[src/design/gbld_pkg.sv]
// ---------------------------------------------------------------------------
// gbld_pkg: shared types and constants of the GNSS binary log deframer
// Token format between the front and the back, result codes, header byte
// positions and the bytewise reflected CRC-32 step.
// ---------------------------------------------------------------------------
`default_nettype none

package gbld_pkg;

   localparam int HEADER_BYTES = 28;

   localparam logic [7:0] SYNC_0 = 8'hAA;
   localparam logic [7:0] SYNC_1 = 8'h44;
   localparam logic [7:0] SYNC_2 = 8'h12;

   localparam logic [31:0] CRC_POLY = 32'hEDB88320;

   // header byte positions, counted from the first sync byte
   localparam int POS_HDR_LEN = 3;
   localparam int POS_ID      = 4;
   localparam int POS_LEN     = 8;
   localparam int POS_WEEK    = 14;
   localparam int POS_MS      = 16;
   localparam int POS_STATUS  = 20;

   localparam int POS_W = $clog2(HEADER_BYTES);

   // configuration register indexes
   localparam logic [7:0] REG_EXP_HDR_LEN = 8'd0;
   localparam logic [7:0] REG_MAX_PAYLOAD = 8'd1;

   localparam logic [7:0]  EXP_HDR_LEN_RESET = 8'd28;
   localparam logic [15:0] MAX_PAYLOAD_RESET = 16'd1024;

   // result kinds
   localparam logic [1:0] KIND_PAYLOAD  = 2'd0;
   localparam logic [1:0] KIND_COMPLETE = 2'd1;
   localparam logic [1:0] KIND_ABORT    = 2'd2;

   // abort codes
   localparam logic [1:0] ABORT_NONE    = 2'd0;
   localparam logic [1:0] ABORT_BAD_HDR = 2'd1;
   localparam logic [1:0] ABORT_ZERO    = 2'd2;
   localparam logic [1:0] ABORT_LONG    = 2'd3;

   // token operations
   localparam logic [2:0] OP_START   = 3'd0;
   localparam logic [2:0] OP_CRC     = 3'd1;
   localparam logic [2:0] OP_HDR     = 3'd2;
   localparam logic [2:0] OP_ABORT   = 3'd3;
   localparam logic [2:0] OP_PAYLOAD = 3'd4;
   localparam logic [2:0] OP_TRAILER = 3'd5;

   localparam int QUEUE_DEPTH = 2;
   localparam int QUEUE_PTR_W = (QUEUE_DEPTH > 1) ? $clog2(QUEUE_DEPTH) : 1;
   localparam int QUEUE_CNT_W = $clog2(QUEUE_DEPTH + 1);

   typedef struct packed {
      logic [2:0]  op;
      logic [7:0]  data;
      logic [15:0] arg;    // header position, payload index or trailer byte index
      logic [1:0]  code;
   } token_type;

   typedef struct packed {
      logic full;
      logic empty;
   } queue_status_type;

   function automatic logic [31:0] crc_byte(input logic [31:0] crc, input logic [7:0] b);
      logic [31:0] v;
      v = {24'd0, crc[7:0] ^ b};
      for (int k = 0; k < 8; k++) begin
         v = v[0] ? ((v >> 1) ^ CRC_POLY) : (v >> 1);
      end
      return {8'd0, crc[31:8]} ^ v;
   endfunction

endpackage

`default_nettype wire

[src/design/gbld_front.sv]
// ---------------------------------------------------------------------------
// gbld_front: frame tracker
// Accepts received bytes, follows sync, header, payload and trailer, makes
// the abort decisions and queues one token per byte that is not dropped.
// Holds the configuration registers.
// ---------------------------------------------------------------------------
`default_nettype none

module gbld_front (
   input  wire logic                       clock,
   input  wire logic                       reset,
   input  wire logic                       req_valid,
   output logic                            req_ready,
   input  wire logic [7:0]                 req_rx_byte,
   input  wire logic                       csr_valid,
   output logic                            csr_ready,
   input  wire logic [7:0]                 csr_index,
   input  wire logic [15:0]                csr_data,
   input  wire gbld_pkg::queue_status_type q_status,
   output logic                            push,
   output gbld_pkg::token_type             push_token
);

   localparam logic [1:0] PH_HUNT    = 2'd0;
   localparam logic [1:0] PH_HEADER  = 2'd1;
   localparam logic [1:0] PH_PAYLOAD = 2'd2;
   localparam logic [1:0] PH_TRAILER = 2'd3;

   localparam int PW = gbld_pkg::POS_W;

   logic [1:0]    phase_ff, phase_in;
   logic [PW-1:0] pos_ff, pos_in;
   logic [15:0]   pcnt_ff, pcnt_in;
   logic [1:0]    tcnt_ff, tcnt_in;
   logic [7:0]    len_lo_ff, len_lo_in;
   logic [15:0]   len_ff, len_in;
   logic [7:0]    exp_len_ff;
   logic [15:0]   max_len_ff;

   logic          take;
   logic [7:0]    want;
   logic [15:0]   len_word;
   logic [15:0]   pcnt_next;

   assign req_ready = !q_status.full;
   assign csr_ready = 1'b1;
   assign take      = req_valid && req_ready;
   assign len_word  = {req_rx_byte, len_lo_ff};
   assign pcnt_next = pcnt_ff + 16'd1;

   always_comb begin
      case (pos_ff)
         PW'(0):  want = gbld_pkg::SYNC_0;
         PW'(1):  want = gbld_pkg::SYNC_1;
         default: want = gbld_pkg::SYNC_2;
      endcase
   end

   always_comb begin
      phase_in   = phase_ff;
      pos_in     = pos_ff;
      pcnt_in    = pcnt_ff;
      tcnt_in    = tcnt_ff;
      len_lo_in  = len_lo_ff;
      len_in     = len_ff;
      push       = 1'b0;
      push_token = '0;
      push_token.data = req_rx_byte;
      if (take) begin
         case (phase_ff)
            PH_HUNT: begin
               if (pos_ff > PW'(2) || req_rx_byte != want) begin
                  pos_in = '0;    // wrong byte is dropped
               end else begin
                  push          = 1'b1;
                  push_token.op = (pos_ff == '0) ? gbld_pkg::OP_START : gbld_pkg::OP_CRC;
                  pos_in        = pos_ff + PW'(1);
                  if (pos_ff == '0) begin
                     pcnt_in = '0;
                     tcnt_in = '0;
                  end
                  if (pos_ff == PW'(2)) begin
                     phase_in = PH_HEADER;
                  end
               end
            end
            PH_HEADER: begin
               push           = 1'b1;
               push_token.op  = gbld_pkg::OP_HDR;
               push_token.arg = 16'(pos_ff);
               if (pos_ff == PW'(gbld_pkg::POS_LEN)) begin
                  len_lo_in = req_rx_byte;
               end
               if (pos_ff == PW'(gbld_pkg::POS_LEN + 1)) begin
                  len_in = len_word;
               end
               if (pos_ff == PW'(gbld_pkg::POS_HDR_LEN) && req_rx_byte != exp_len_ff) begin
                  push_token.op   = gbld_pkg::OP_ABORT;
                  push_token.code = gbld_pkg::ABORT_BAD_HDR;
               end else if (pos_ff == PW'(gbld_pkg::POS_LEN + 1) && len_word == 16'd0) begin
                  push_token.op   = gbld_pkg::OP_ABORT;
                  push_token.code = gbld_pkg::ABORT_ZERO;
               end else if (pos_ff == PW'(gbld_pkg::POS_LEN + 1) && len_word > max_len_ff) begin
                  push_token.op   = gbld_pkg::OP_ABORT;
                  push_token.code = gbld_pkg::ABORT_LONG;
               end
               if (push_token.op == gbld_pkg::OP_ABORT) begin
                  phase_in = PH_HUNT;
                  pos_in   = '0;
                  pcnt_in  = '0;
                  tcnt_in  = '0;
               end else if (pos_ff == PW'(gbld_pkg::HEADER_BYTES - 1)) begin
                  phase_in = PH_PAYLOAD;
                  pos_in   = '0;
                  pcnt_in  = '0;
               end else begin
                  pos_in = pos_ff + PW'(1);
               end
            end
            PH_PAYLOAD: begin
               push           = 1'b1;
               push_token.op  = gbld_pkg::OP_PAYLOAD;
               push_token.arg = pcnt_ff;
               pcnt_in        = pcnt_next;
               if (pcnt_next == len_ff || pcnt_next == 16'd0) begin
                  phase_in = PH_TRAILER;
                  tcnt_in  = '0;
               end
            end
            default: begin
               push           = 1'b1;
               push_token.op  = gbld_pkg::OP_TRAILER;
               push_token.arg = 16'(tcnt_ff);
               if (tcnt_ff == 2'd3) begin
                  phase_in = PH_HUNT;
                  pos_in   = '0;
                  pcnt_in  = '0;
                  tcnt_in  = '0;
               end else begin
                  tcnt_in = tcnt_ff + 2'd1;
               end
            end
         endcase
      end
   end

   always_ff @(posedge clock) begin
      if (reset) begin
         phase_ff   <= PH_HUNT;
         pos_ff     <= '0;
         pcnt_ff    <= '0;
         tcnt_ff    <= '0;
         len_lo_ff  <= '0;
         len_ff     <= '0;
         exp_len_ff <= gbld_pkg::EXP_HDR_LEN_RESET;
         max_len_ff <= gbld_pkg::MAX_PAYLOAD_RESET;
      end else begin
         phase_ff  <= phase_in;
         pos_ff    <= pos_in;
         pcnt_ff   <= pcnt_in;
         tcnt_ff   <= tcnt_in;
         len_lo_ff <= len_lo_in;
         len_ff    <= len_in;
         if (csr_valid && csr_ready) begin
            case (csr_index)
               gbld_pkg::REG_EXP_HDR_LEN: exp_len_ff <= csr_data[7:0];
               gbld_pkg::REG_MAX_PAYLOAD: max_len_ff <= csr_data;
               default: ;
            endcase
         end
      end
   end

endmodule

`default_nettype wire

[src/design/gbld_fifo.sv]
// ---------------------------------------------------------------------------
// gbld_fifo: token queue
// Short first-in first-out queue of tokens between the front and the back.
// ---------------------------------------------------------------------------
`default_nettype none

module gbld_fifo (
   input  wire logic                 clock,
   input  wire logic                 reset,
   input  wire logic                 push,
   input  wire gbld_pkg::token_type  push_token,
   input  wire logic                 pop,
   output gbld_pkg::token_type       pop_token,
   output gbld_pkg::queue_status_type status
);

   localparam int D  = gbld_pkg::QUEUE_DEPTH;
   localparam int PW = gbld_pkg::QUEUE_PTR_W;
   localparam int CW = gbld_pkg::QUEUE_CNT_W;

   gbld_pkg::token_type entry_ff [D];
   logic [PW-1:0] wr_ff, wr_in;
   logic [PW-1:0] rd_ff, rd_in;
   logic [CW-1:0] cnt_ff, cnt_in;
   logic          do_push, do_pop;

   assign status.full  = (cnt_ff == CW'(D));
   assign status.empty = (cnt_ff == '0);
   assign do_push      = push && !status.full;
   assign do_pop       = pop && !status.empty;
   assign pop_token    = entry_ff[rd_ff];

   always_comb begin
      wr_in  = wr_ff;
      rd_in  = rd_ff;
      cnt_in = cnt_ff;
      if (do_push) begin
         wr_in = (wr_ff == PW'(D - 1)) ? '0 : wr_ff + PW'(1);
      end
      if (do_pop) begin
         rd_in = (rd_ff == PW'(D - 1)) ? '0 : rd_ff + PW'(1);
      end
      if (do_push && !do_pop) begin
         cnt_in = cnt_ff + CW'(1);
      end else if (do_pop && !do_push) begin
         cnt_in = cnt_ff - CW'(1);
      end
   end

   always_ff @(posedge clock) begin
      if (reset) begin
         wr_ff  <= '0;
         rd_ff  <= '0;
         cnt_ff <= '0;
      end else begin
         wr_ff  <= wr_in;
         rd_ff  <= rd_in;
         cnt_ff <= cnt_in;
      end
   end

   always_ff @(posedge clock) begin
      if (do_push) begin
         entry_ff[wr_ff] <= push_token;
      end
   end

endmodule

`default_nettype wire

[src/design/gbld_back.sv]
// ---------------------------------------------------------------------------
// gbld_back: frame executor
// Runs the CRC, captures header fields and the trailer, and forms result
// items in the output register.
// ---------------------------------------------------------------------------
`default_nettype none

module gbld_back (
   input  wire logic                       clock,
   input  wire logic                       reset,
   input  wire gbld_pkg::token_type        tok,
   input  wire gbld_pkg::queue_status_type q_status,
   output logic                            pop,
   output logic                            rsp_valid,
   input  wire logic                       rsp_ready,
   output logic [1:0]                      rsp_kind,
   output logic [7:0]                      rsp_payload_byte,
   output logic [15:0]                     rsp_payload_index,
   output logic [15:0]                     rsp_message_id,
   output logic [15:0]                     rsp_message_length,
   output logic [15:0]                     rsp_week_number,
   output logic [31:0]                     rsp_week_milliseconds,
   output logic [31:0]                     rsp_receiver_status,
   output logic                            rsp_crc_ok,
   output logic [1:0]                      rsp_abort_code
);

   localparam int PW = gbld_pkg::POS_W;

   logic [31:0] crc_ff, crc_in;
   logic [23:0] rcv_ff, rcv_in;
   logic [15:0] id_ff, id_in;
   logic [15:0] len_ff, len_in;
   logic [15:0] week_ff, week_in;
   logic [31:0] ms_ff, ms_in;
   logic [31:0] status_ff, status_in;
   logic        rsp_valid_ff, rsp_valid_in;
   logic        emit;
   logic        last_trailer;
   logic [PW-1:0] pos;
   logic [7:0]  b;

   assign b            = tok.data;
   assign pos          = tok.arg[PW-1:0];
   assign last_trailer = (tok.op == gbld_pkg::OP_TRAILER) && (tok.arg[1:0] == 2'd3);
   assign emit         = (tok.op == gbld_pkg::OP_PAYLOAD) || (tok.op == gbld_pkg::OP_ABORT)
                         || last_trailer;
   assign pop          = !q_status.empty && (!rsp_valid_ff || rsp_ready);
   assign rsp_valid    = rsp_valid_ff;

   always_comb begin
      crc_in    = crc_ff;
      rcv_in    = rcv_ff;
      id_in     = id_ff;
      len_in    = len_ff;
      week_in   = week_ff;
      ms_in     = ms_ff;
      status_in = status_ff;
      if (tok.op == gbld_pkg::OP_START) begin
         crc_in    = gbld_pkg::crc_byte(32'd0, b);
         id_in     = '0;
         len_in    = '0;
         week_in   = '0;
         ms_in     = '0;
         status_in = '0;
      end else if (tok.op == gbld_pkg::OP_TRAILER) begin
         case (tok.arg[1:0])
            2'd0:    rcv_in[7:0]   = b;
            2'd1:    rcv_in[15:8]  = b;
            2'd2:    rcv_in[23:16] = b;
            default: ;
         endcase
      end else begin
         crc_in = gbld_pkg::crc_byte(crc_ff, b);
         if (tok.op == gbld_pkg::OP_HDR || tok.op == gbld_pkg::OP_ABORT) begin
            case (pos)
               PW'(gbld_pkg::POS_ID):         id_in[7:0]       = b;
               PW'(gbld_pkg::POS_ID + 1):     id_in[15:8]      = b;
               PW'(gbld_pkg::POS_LEN):        len_in[7:0]      = b;
               PW'(gbld_pkg::POS_LEN + 1):    len_in[15:8]     = b;
               PW'(gbld_pkg::POS_WEEK):       week_in[7:0]     = b;
               PW'(gbld_pkg::POS_WEEK + 1):   week_in[15:8]    = b;
               PW'(gbld_pkg::POS_MS):         ms_in[7:0]       = b;
               PW'(gbld_pkg::POS_MS + 1):     ms_in[15:8]      = b;
               PW'(gbld_pkg::POS_MS + 2):     ms_in[23:16]     = b;
               PW'(gbld_pkg::POS_MS + 3):     ms_in[31:24]     = b;
               PW'(gbld_pkg::POS_STATUS):     status_in[7:0]   = b;
               PW'(gbld_pkg::POS_STATUS + 1): status_in[15:8]  = b;
               PW'(gbld_pkg::POS_STATUS + 2): status_in[23:16] = b;
               PW'(gbld_pkg::POS_STATUS + 3): status_in[31:24] = b;
               default: ;
            endcase
         end
      end
   end

   always_comb begin
      rsp_valid_in = rsp_valid_ff;
      if (pop && emit) begin
         rsp_valid_in = 1'b1;
      end else if (rsp_ready) begin
         rsp_valid_in = 1'b0;
      end
   end

   always_ff @(posedge clock) begin
      if (reset) begin
         rsp_valid_ff <= 1'b0;
      end else begin
         rsp_valid_ff <= rsp_valid_in;
      end
   end

   always_ff @(posedge clock) begin
      if (pop) begin
         crc_ff    <= crc_in;
         rcv_ff    <= rcv_in;
         id_ff     <= id_in;
         len_ff    <= len_in;
         week_ff   <= week_in;
         ms_ff     <= ms_in;
         status_ff <= status_in;
      end
      if (pop && emit) begin
         rsp_message_id        <= id_in;
         rsp_message_length    <= len_in;
         rsp_week_number       <= week_in;
         rsp_week_milliseconds <= ms_in;
         rsp_receiver_status   <= status_in;
         rsp_payload_byte      <= '0;
         rsp_payload_index     <= '0;
         rsp_crc_ok            <= 1'b0;
         rsp_abort_code        <= gbld_pkg::ABORT_NONE;
         if (tok.op == gbld_pkg::OP_PAYLOAD) begin
            rsp_kind          <= gbld_pkg::KIND_PAYLOAD;
            rsp_payload_byte  <= b;
            rsp_payload_index <= tok.arg;
         end else if (tok.op == gbld_pkg::OP_ABORT) begin
            rsp_kind       <= gbld_pkg::KIND_ABORT;
            rsp_abort_code <= tok.code;
         end else begin
            rsp_kind   <= gbld_pkg::KIND_COMPLETE;
            rsp_crc_ok <= ({b, rcv_ff} == crc_ff);
         end
      end
   end

endmodule

`default_nettype wire

[src/design/gnss_binary_log_deframer.sv]
// ---------------------------------------------------------------------------
// gnss_binary_log_deframer: binary log deframer with reflected CRC-32
// Hunts for sync, checks and captures the header, passes payload bytes and
// checks the CRC trailer, reporting a summary or an abort per frame.
// ---------------------------------------------------------------------------
//  channel  direction  handshake            payload
//  req      in         req_valid/req_ready  req_rx_byte
//  rsp      out        rsp_valid/rsp_ready  rsp_kind .. rsp_abort_code
//  csr      in         csr_valid/csr_ready  csr_index, csr_data
//
//  One byte per cycle sustained while rsp_ready stays high; each accepted
//  byte's token is written to the queue, and the output register is loaded
//  from the queue when it is free. The two-entry token queue lets the front
//  keep taking bytes while a result waits on rsp_ready, until it is full.
//  Synchronous reset returns to the sync hunt and restores register
//  defaults; csr_ready is always high.
// ---------------------------------------------------------------------------
`default_nettype none

module gnss_binary_log_deframer (
   input  wire logic        clock,
   input  wire logic        reset,
   input  wire logic        req_valid,
   output logic             req_ready,
   input  wire logic [7:0]  req_rx_byte,
   output logic             rsp_valid,
   input  wire logic        rsp_ready,
   output logic [1:0]       rsp_kind,
   output logic [7:0]       rsp_payload_byte,
   output logic [15:0]      rsp_payload_index,
   output logic [15:0]      rsp_message_id,
   output logic [15:0]      rsp_message_length,
   output logic [15:0]      rsp_week_number,
   output logic [31:0]      rsp_week_milliseconds,
   output logic [31:0]      rsp_receiver_status,
   output logic             rsp_crc_ok,
   output logic [1:0]       rsp_abort_code,
   input  wire logic        csr_valid,
   output logic             csr_ready,
   input  wire logic [7:0]  csr_index,
   input  wire logic [15:0] csr_data
);

   gbld_pkg::queue_status_type q_status;
   gbld_pkg::token_type        push_token;
   gbld_pkg::token_type        pop_token;
   logic                       push;
   logic                       pop;

   gbld_front u_front (
      .clock       (clock),
      .reset       (reset),
      .req_valid   (req_valid),
      .req_ready   (req_ready),
      .req_rx_byte (req_rx_byte),
      .csr_valid   (csr_valid),
      .csr_ready   (csr_ready),
      .csr_index   (csr_index),
      .csr_data    (csr_data),
      .q_status    (q_status),
      .push        (push),
      .push_token  (push_token)
   );

   gbld_fifo u_fifo (
      .clock      (clock),
      .reset      (reset),
      .push       (push),
      .push_token (push_token),
      .pop        (pop),
      .pop_token  (pop_token),
      .status     (q_status)
   );

   gbld_back u_back (
      .clock                 (clock),
      .reset                 (reset),
      .tok                   (pop_token),
      .q_status              (q_status),
      .pop                   (pop),
      .rsp_valid             (rsp_valid),
      .rsp_ready             (rsp_ready),
      .rsp_kind              (rsp_kind),
      .rsp_payload_byte      (rsp_payload_byte),
      .rsp_payload_index     (rsp_payload_index),
      .rsp_message_id        (rsp_message_id),
      .rsp_message_length    (rsp_message_length),
      .rsp_week_number       (rsp_week_number),
      .rsp_week_milliseconds (rsp_week_milliseconds),
      .rsp_receiver_status   (rsp_receiver_status),
      .rsp_crc_ok            (rsp_crc_ok),
      .rsp_abort_code        (rsp_abort_code)
   );

endmodule

`default_nettype wire

[config.mk]
export PLATFORM = sky130hd
export DESIGN_NAME = gnss_binary_log_deframer
export DESIGN_NICKNAME = d
export VERILOG_FILES = /design/src/design/gbld_pkg.sv /design/src/design/gbld_front.sv /design/src/design/gbld_fifo.sv /design/src/design/gbld_back.sv /design/src/design/gnss_binary_log_deframer.sv
export SDC_FILE = /design/constraint.sdc
export NUM_CORES = 1
export LEC_CHECK = 0
export ABC_CLOCK_PERIOD_IN_PS = 8400
export BUFFER_PORTS_ARGS = -buffer_cell sky130_fd_sc_hd__buf_2
export CORE_ASPECT_RATIO = 1.75
export CORE_MARGIN = 1.5
export CORE_UTILIZATION = 50
export CTS_CLUSTER_SIZE = 25
export DETAILED_ROUTE_END_ITERATION = 10
export PLACE_DENSITY = 0.75
export SYNTH_ARGS = -nofsm -noshare
export SYNTH_HDL_FRONTEND = slang
export SYNTH_SLANG_ARGS = --single-unit
[constraint.sdc]
create_clock -name clock -period 8.4 [get_ports clock]
set_input_delay 0.84 -clock clock [delete_from_list [all_inputs] [get_ports clock]]
set_output_delay 0.84 -clock clock [all_outputs]
set_load 0.05 [all_outputs]
==> results of run 1 <==
## through the flow
stage / hold slack [ps] / instance area (um^2) / std cells / worst slack, ps / total power [mW]
final: 467.8 / 22570 / 2284 / 3945 / 9.017
after global routing: 490.3 / 22570 / 2284 / 3687 / 9.416
after CTS: 469.1 / 22570 / 2284 / 3941 / 9.039
after detailed placement: 454.3 / 21320 / 2214 / 3975 / 7.266
after global placement: 450.9 / 21320 / 2214 / 4148 / 7.145
after floorplan: 435.4 / 20010 / 1627 / 1265 / 6.425
## critical path, delay by kind of cell (launching register included)
| family | cells | cell delay (ps) |
|---|---|---|
| muxes | 1 | 480 |
| DFF | 1 | 320 |
| AOI/OAI and AO/OA | 1 | 710 |
| buffers and inverters | 3 | 1480 |
| and+or+nand+nor | 2 | 990 |
## registers in the layout, indices dropped and copies added (netlist names), 24 cells and up, named ones only
name,count
u_fifo.entry_ff,58
u_back.crc_ff,32
u_back.ms_ff,32
u_back.rsp_receiver_status,32
u_back.rsp_week_milliseconds,32
u_back.status_ff,32
u_back.rcv_ff,24
## cell families (layout without fill, tap and decap cells)
| group | after synthesis | in the layout | synth area share |
|---|---|---|---|
| AO/OA/AOI/OAI | 274 | 274 | 0.09067 |
| XOR/XNOR | 194 | 194 | 0.09186 |
| adder cells (fa/ha/maj) | 24 | 24 | 0.01501 |
| buffers and inverters | 144 | 311 | 0.02876 |
| flip-flops | 446 | 446 | 0.6298 |
| multiplexers | 58 | 58 | 0.03139 |
| other | 1 | 1 | 0.0001874 |
| AND/OR/NAND/NOR | 486 | 486 | 0.1123 |
## worst min path at each step
stage,start,end,slack (ps)
2_1_floorplan,u_front.max_len_ff[10],u_front.max_len_ff[10],440
3_3_place_gp,u_front.max_len_ff[10],u_front.max_len_ff[10],450
3_5_place_dp,u_front.max_len_ff[10],u_front.max_len_ff[10],450
4_1_cts,u_front.max_len_ff[10],u_front.max_len_ff[10],470
5_1_grt,u_front.max_len_ff[10],u_front.max_len_ff[10],490
6_report,u_front.max_len_ff[10],u_front.max_len_ff[10],470
## cells in the final DEF, fill, tap and decap left out, types with 5 or more instances in the layout
cell type	count
edfxtp_1	367
nor2_1	253
buf_2	179
xnor2_1	121
nand2_1	89
a21oi_1	87
a211oi_1	83
dfxtp_1	78
xor2_1	62
mux2i_1	48
inv_1	41
clkbuf_16	39
o21ai_0	25
ha_1	24
nand3_1	22
nor4_1	20
buf_4	19
and3_1	18
nor3_1	16
nand4_1	13
o21ai_1	12
clkbuf_1	11
nand2b_1	10
nor2b_1	8
o211a_1	8
mux2i_4	8
a31oi_1	7
xnor2_2	6
a211o_1	6
a311oi_1	6
clkinv_2	6
xnor2_4	5
clkinv_1	5
## layout make-up
| cell class | count | area [um^2] |
|---|---|---|
| Fill cell | 3148 | 16830 |
| Sequential cell | 446 | 12600 |
| Multi-Input combinational cell | 1037 | 6900 |
| Timing Repair Buffer | 198 | 1039 |
| Clock buffer | 51 | 1031 |
| Tap cell | 490 | 613.1 |
| Clock inverter | 19 | 214.0 |
| Inverter | 43 | 168.9 |
## routing by layer
layer	up-vias	share of wire	wire, um
li1	6147	-	-
met1	6259	0.36	16750
met5	-	0	0
met4	0	0.058	2711
met3	130	0.047	2205
met2	498	0.54	25480
## power groups by stage
stage	sequential [mW]	clock, mW	combinational, mW
global route	3.79	1.88	3.75
finish	3.74	1.78	3.49
detailed placement	3.78	0	3.48
global placement	3.76	0	3.38
CTS	3.74	1.81	3.49
floorplan	4.34	0	2.09
==> reports/qor.csv, run 1 <==
metric;value;unit
GRT busiest layer;met2;
Synth Cell Area;20010;um^2
FF-to-FF End;u_back.rsp_week_milliseconds[3];
clock-pin slew on the worst setup and hold paths;70;ps
DIE HEIGHT;267.6;um
Setup crit end kind;register;
met3 Track Usage GR;0.02896;
switching share of power;0.3779;
cells along the critical path;buf_4 > mux2_2 > nand2_1 > nand2_1 > o21ai_0 > inv_6 > buf_4;
internal power;5.609;mW
status;completed;
RSZ-0062 raised after global routing;false;
final setup vio count;0;
setup_tns;0;ps
Die ar.;41270;um^2
DIE WIDTH;154.2;um
number of global-route vias before repair;13070;
Clock Tree Buf Depth;3;
vias post-DR;13030;
global-route wire length before repair;72260;um
WL final;47140;um
slew at the pin closest to its max-slew limit;1292;ps
WP data required;8560;ps
Max Cap Viol;0;
io pins;181;
critical setup path kind;register to register;
top cells by area, synth;edfxtp_1 55%, dfxtp_1 7.9%, xnor2_1 5.3%;
Main synth FF type;edfxtp_1;
cts repair resizes;0;
EDFF count, synth;367;
Slew headroom;0.1355;
Final GP Congestion;0.9308;
cell leakage power;8.063;nW
sequential area share after synthesis;0.6298;
WHS Path Cells;1;
worst hold path type;register to register;
Post-route DRC;0;
fin. max-slew vios;0;
commonest cells in the synthesized netlist;367 x edfxtp_1, 253 x nor2_1, 121 x xnor2_1;
crit path max-delay cell type;nand2_1;
Initial DRC Count;972;
largest area contributor in the netlist;edfxtp_1;
Total Routing Usage GR;0.2281;
CTS root buffer;clkbuf_16;
CTS tree;done;
grt met2 use;0.4257;
clock power share;0.198;
TritonCTS Sinks;446;
combinational power share;0.387;
area grow syn2layout;12.79;%
Flop pwr share;0.415;
core footprint;39400;um^2
CTS H-Tree Depth;2;
vias per inst;5.707;
Fin. Hold Viols;0;
number of port buffers;179;
syn avg cell area;12.30;um^2
Post-synth ARST share;0;
Reg2Reg Depth;7;
Hold-fix buffers, CTS;0;
Final min period;4455;ps
sw power;3.408;mW
post-DP HPWL;31950;um
Yosys reg bits;446;
WL/cell;20.64;um
Finished Core Util;0.5729;
Post-Synthesis Cells;1627;
drt pass-1 iters;5;
clk_skew;16.09;ps
Setup crit end;u_back.rsp_week_milliseconds[3];
n_diodes;0;
Net count, final;1826;
initial core utilization;0.5079;
GR Util met1;0.2453;
Arr. time, crit path;4620;ps
CP max FO;77;
most common cell in the netlist;edfxtp_1;
worst vdd ir;0.2239;mV
Tcrit/Tclk final;0.5303;
post-route ant nets;0;
TritonCTS buffer count;39;
Power Density;399.5;nW/um^2
synth warn;0;
FMAX;224.5;MHz
Clk Latency, worst-skew pair;550;ps
row count;96;
flop2flop setup slack;3950;ps
pin count of the biggest net entering global routing;107;
share of layout cells above drive strength 1;0.1639;
Yosys top cell area share;0.5508;
syn nets;1688;
total grt overflow;0;
CP startpoint kind;register;
CP peak stage delay;730;ps
initial antenna violation count;0;
Yosys cell types;76;
setup bufs post-CTS;0;
Power figures use the tool's default switching activity.
==> run 2, diff against run 1 <==
--- a/config.mk
+++ b/config.mk
@@ -5,7 +5,7 @@
 export SDC_FILE = /design/constraint.sdc
 export NUM_CORES = 1
 export LEC_CHECK = 0
-export ABC_CLOCK_PERIOD_IN_PS = 8400
+export ABC_CLOCK_PERIOD_IN_PS = 4200
 export BUFFER_PORTS_ARGS = -buffer_cell sky130_fd_sc_hd__buf_2
 export CORE_ASPECT_RATIO = 1.75
 export CORE_MARGIN = 1.5
==> constraint.sdc (replaced) <==
create_clock -name clock -period 4.2 [get_ports clock]
set_input_delay 0.42 -clock clock [delete_from_list [all_inputs] [get_ports clock]]
set_output_delay 0.42 -clock clock [all_outputs]
set_load 0.05 [all_outputs]
==> reports/qor.csv, run 2 (synthesized netlist as in run 1, its figures left out) <==
metric;value;unit;change
Tcrit/Tclk final;0.8389;;+0.3086
RSZ-0062 raised after global routing;false;;
FF-to-FF End;u_front.phase_ff[0];;
WL/cell;20.75;um;+0.55%
TritonCTS Sinks;446;;unchanged
RR Startpoint;u_front.pcnt_ff[0];;
vias per inst;5.734;;+0.48%
FMAX;283.8;MHz;+26%
row count;96;;unchanged
Most flops, register;u_fifo.entry_ff;;
CTS H-Tree Depth;2;;unchanged
Total Routing Usage GR;0.2296;;+0.001515
initial core utilization;0.5079;;unchanged
Final min period;3523;ps;-931.2 ps
Die ar.;41270;um^2;unchanged
internal power;11.49;mW;+100%
total grt overflow;0;;unchanged
critical setup path kind;register to register;;
number of global-route vias before repair;13180;;+0.81%
clk_skew;18.83;ps;+2.740 ps
post-DP HPWL;32650;um;+2.2%
Hold-fix buffers, CTS;0;;unchanged
TritonCTS buffer count;41;;+5.1%
cell leakage power;8.206;nW;+1.8%
cts repair resizes;0;;unchanged
most frequent cells in the layout;367 x edfxtp_1, 253 x nor2_1, 179 x buf_2;;
worst vdd ir;0.4493;mV;+100%
DIE WIDTH;154.2;um;unchanged
hold wc startpoint;csr_data[2];;
worst hold path type;primary input to register;;
area grow syn2layout;14.33;%;
core footprint;39400;um^2;unchanged
vias post-DR;13220;;+1.4%
io pins;181;;unchanged
slew at the pin closest to its max-slew limit;1157;ps;-135.1 ps
status;completed;;
CTS root buffer;clkbuf_16;;
Clk Latency, worst-skew pair;550;ps;about the same
Post-route DRC;0;;unchanged
DIE HEIGHT;267.6;um;unchanged
Finished Core Util;0.5806;;+0.007781
Arr. time, crit path;3990;ps;-630 ps
final setup vio count;0;;unchanged
Flop pwr share;0.406;;-0.009
post-place setup slack;763.8;ps;-3212 ps
clock power share;0.207;;+0.009
WL final;47840;um;+1.5%
Net count, final;1843;;+0.93%
WP data required;4670;ps;-3890 ps
Reg2Reg Depth;9;;+2
Setup WS post-layout;676.6;ps;-3269 ps
fin. max-slew vios;0;;unchanged
CP startpoint kind;register;;
final instance area;22880;um^2;+1.4%
n_diodes;0;;unchanged
sw power;6.930;mW;+100%
setup bufs post-CTS;0;;unchanged
cell area after placement;21500;um^2;+0.81%
post-route ant nets;0;;unchanged
combinational power share;0.387;;about the same
global-route wire length before repair;72460;um;+0.29%
Clock Tree Buf Depth;3;;unchanged
share of layout cells above drive strength 1;0.1758;;+0.01188
Total Power;18.42;mW;+100%
Final GP Congestion;0.9175;;-1.4%
Setup crit end kind;register;;
clock-pin slew on the worst setup and hold paths;60;ps;about the same
Power Density;805.3;nW/um^2;+100%
WHS Path Cells;2;;+1
flop2flop setup slack;680;ps;-3270 ps
Fin. Hold Viols;0;;unchanged
Max Cap Viol;0;;unchanged
CP max FO;12;;-84%
CTS tree;done;;
WHS Endpoint;u_front.exp_len_ff[2];;
commonest non-fill, non-tap cell in the layout;edfxtp_1;;
max reg flops;58;;unchanged
number of port buffers;179;;unchanged
initial antenna violation count;0;;unchanged
switching share of power;0.3761;;-0.001800
pin count of the biggest net entering global routing;78;;-27%
Slew headroom;0.2260;;+0.09042
Initial DRC Count;1050;;+8.0%
drt pass-1 iters;5;;unchanged
==> run 2: changes by cell type in the layout (fill, tap and decap cells not counted), sizes merged <==
cell and change:
inv -4, clkbuf +5, clkinvlp +4, buf +15
clkinv +1
==> run 2: worst max-delay path, cell delays in order (launching register included) <==
cell and delay [ps]:
dfxtp_1 600, ha_1 420, nand3_1 340, nor4_1 630
xnor2_1 220, xor2_1 170, nand2_1 70, o31a_1 300
or4b_1 530, a21oi_1 150
==> run 2: metrics by stage <==
step           hold WS [ps]  cells  TNS [ps]
2_1_floorplan         435.4   1627   -157040
3_3_place_gp          449.7   2229         0
3_5_place_dp          451.4   2229         0
4_1_cts               59.68   2305         0
5_1_grt               94.67   2305         0
6_report              87.07   2305         0
==> run 2: layout make-up <==
| type | instances | area, um^2 |
|---|---|---|
| sequential | 446 | 12610 |
| multi-input combinational | 1037 | 6919 |
| inverter | 43 | 168.9 |
| clock buffer | 56 | 1166 |
| timing repair buffer | 213 | 1189 |
| fill | 3185 | 16520 |
| clock inverter | 20 | 212.7 |
| tap | 490 | 613.1 |
==> run 2: routing by layer <==
layer / global-route usage / part of all wire / wire length (um) / vias to the layer above
met5: 0 / 0 / 0 / -
met4: 0.1441 / 0.063 / 3002 / 0
met3: 0.03042 / 0.043 / 2040 / 152
met2: 0.4310 / 0.54 / 25810 / 451
met1: 0.2402 / 0.36 / 16990 / 6433
li1: - / - / - / 6181
==> run 2: worst max-delay path by stage <==
stage	startpoint	to	slack, ps	depth (start not counted)
2_1_floorplan	rsp_ready	u_back.rsp_abort_code[0]	-1110	5
3_3_place_gp	u_front.pcnt_ff[0]	u_front.phase_ff[0]	800	9
3_5_place_dp	u_front.pcnt_ff[0]	u_front.phase_ff[0]	760	9
4_1_cts	u_front.pcnt_ff[0]	u_front.phase_ff[0]	730	9
5_1_grt	u_front.pcnt_ff[0]	u_front.phase_ff[0]	420	9
6_report	u_front.pcnt_ff[0]	u_front.phase_ff[0]	680	9
==> run 2: power by group through the flow <==
stage	Sequential, mW	Clock, mW	Combinational, mW
finish	7.47	3.81	7.14
global route	7.55	4.03	7.61
CTS	7.47	3.89	7.12
detailed placement	7.56	0	7.08
global placement	7.51	0	6.88
floorplan	8.64	0	4.20
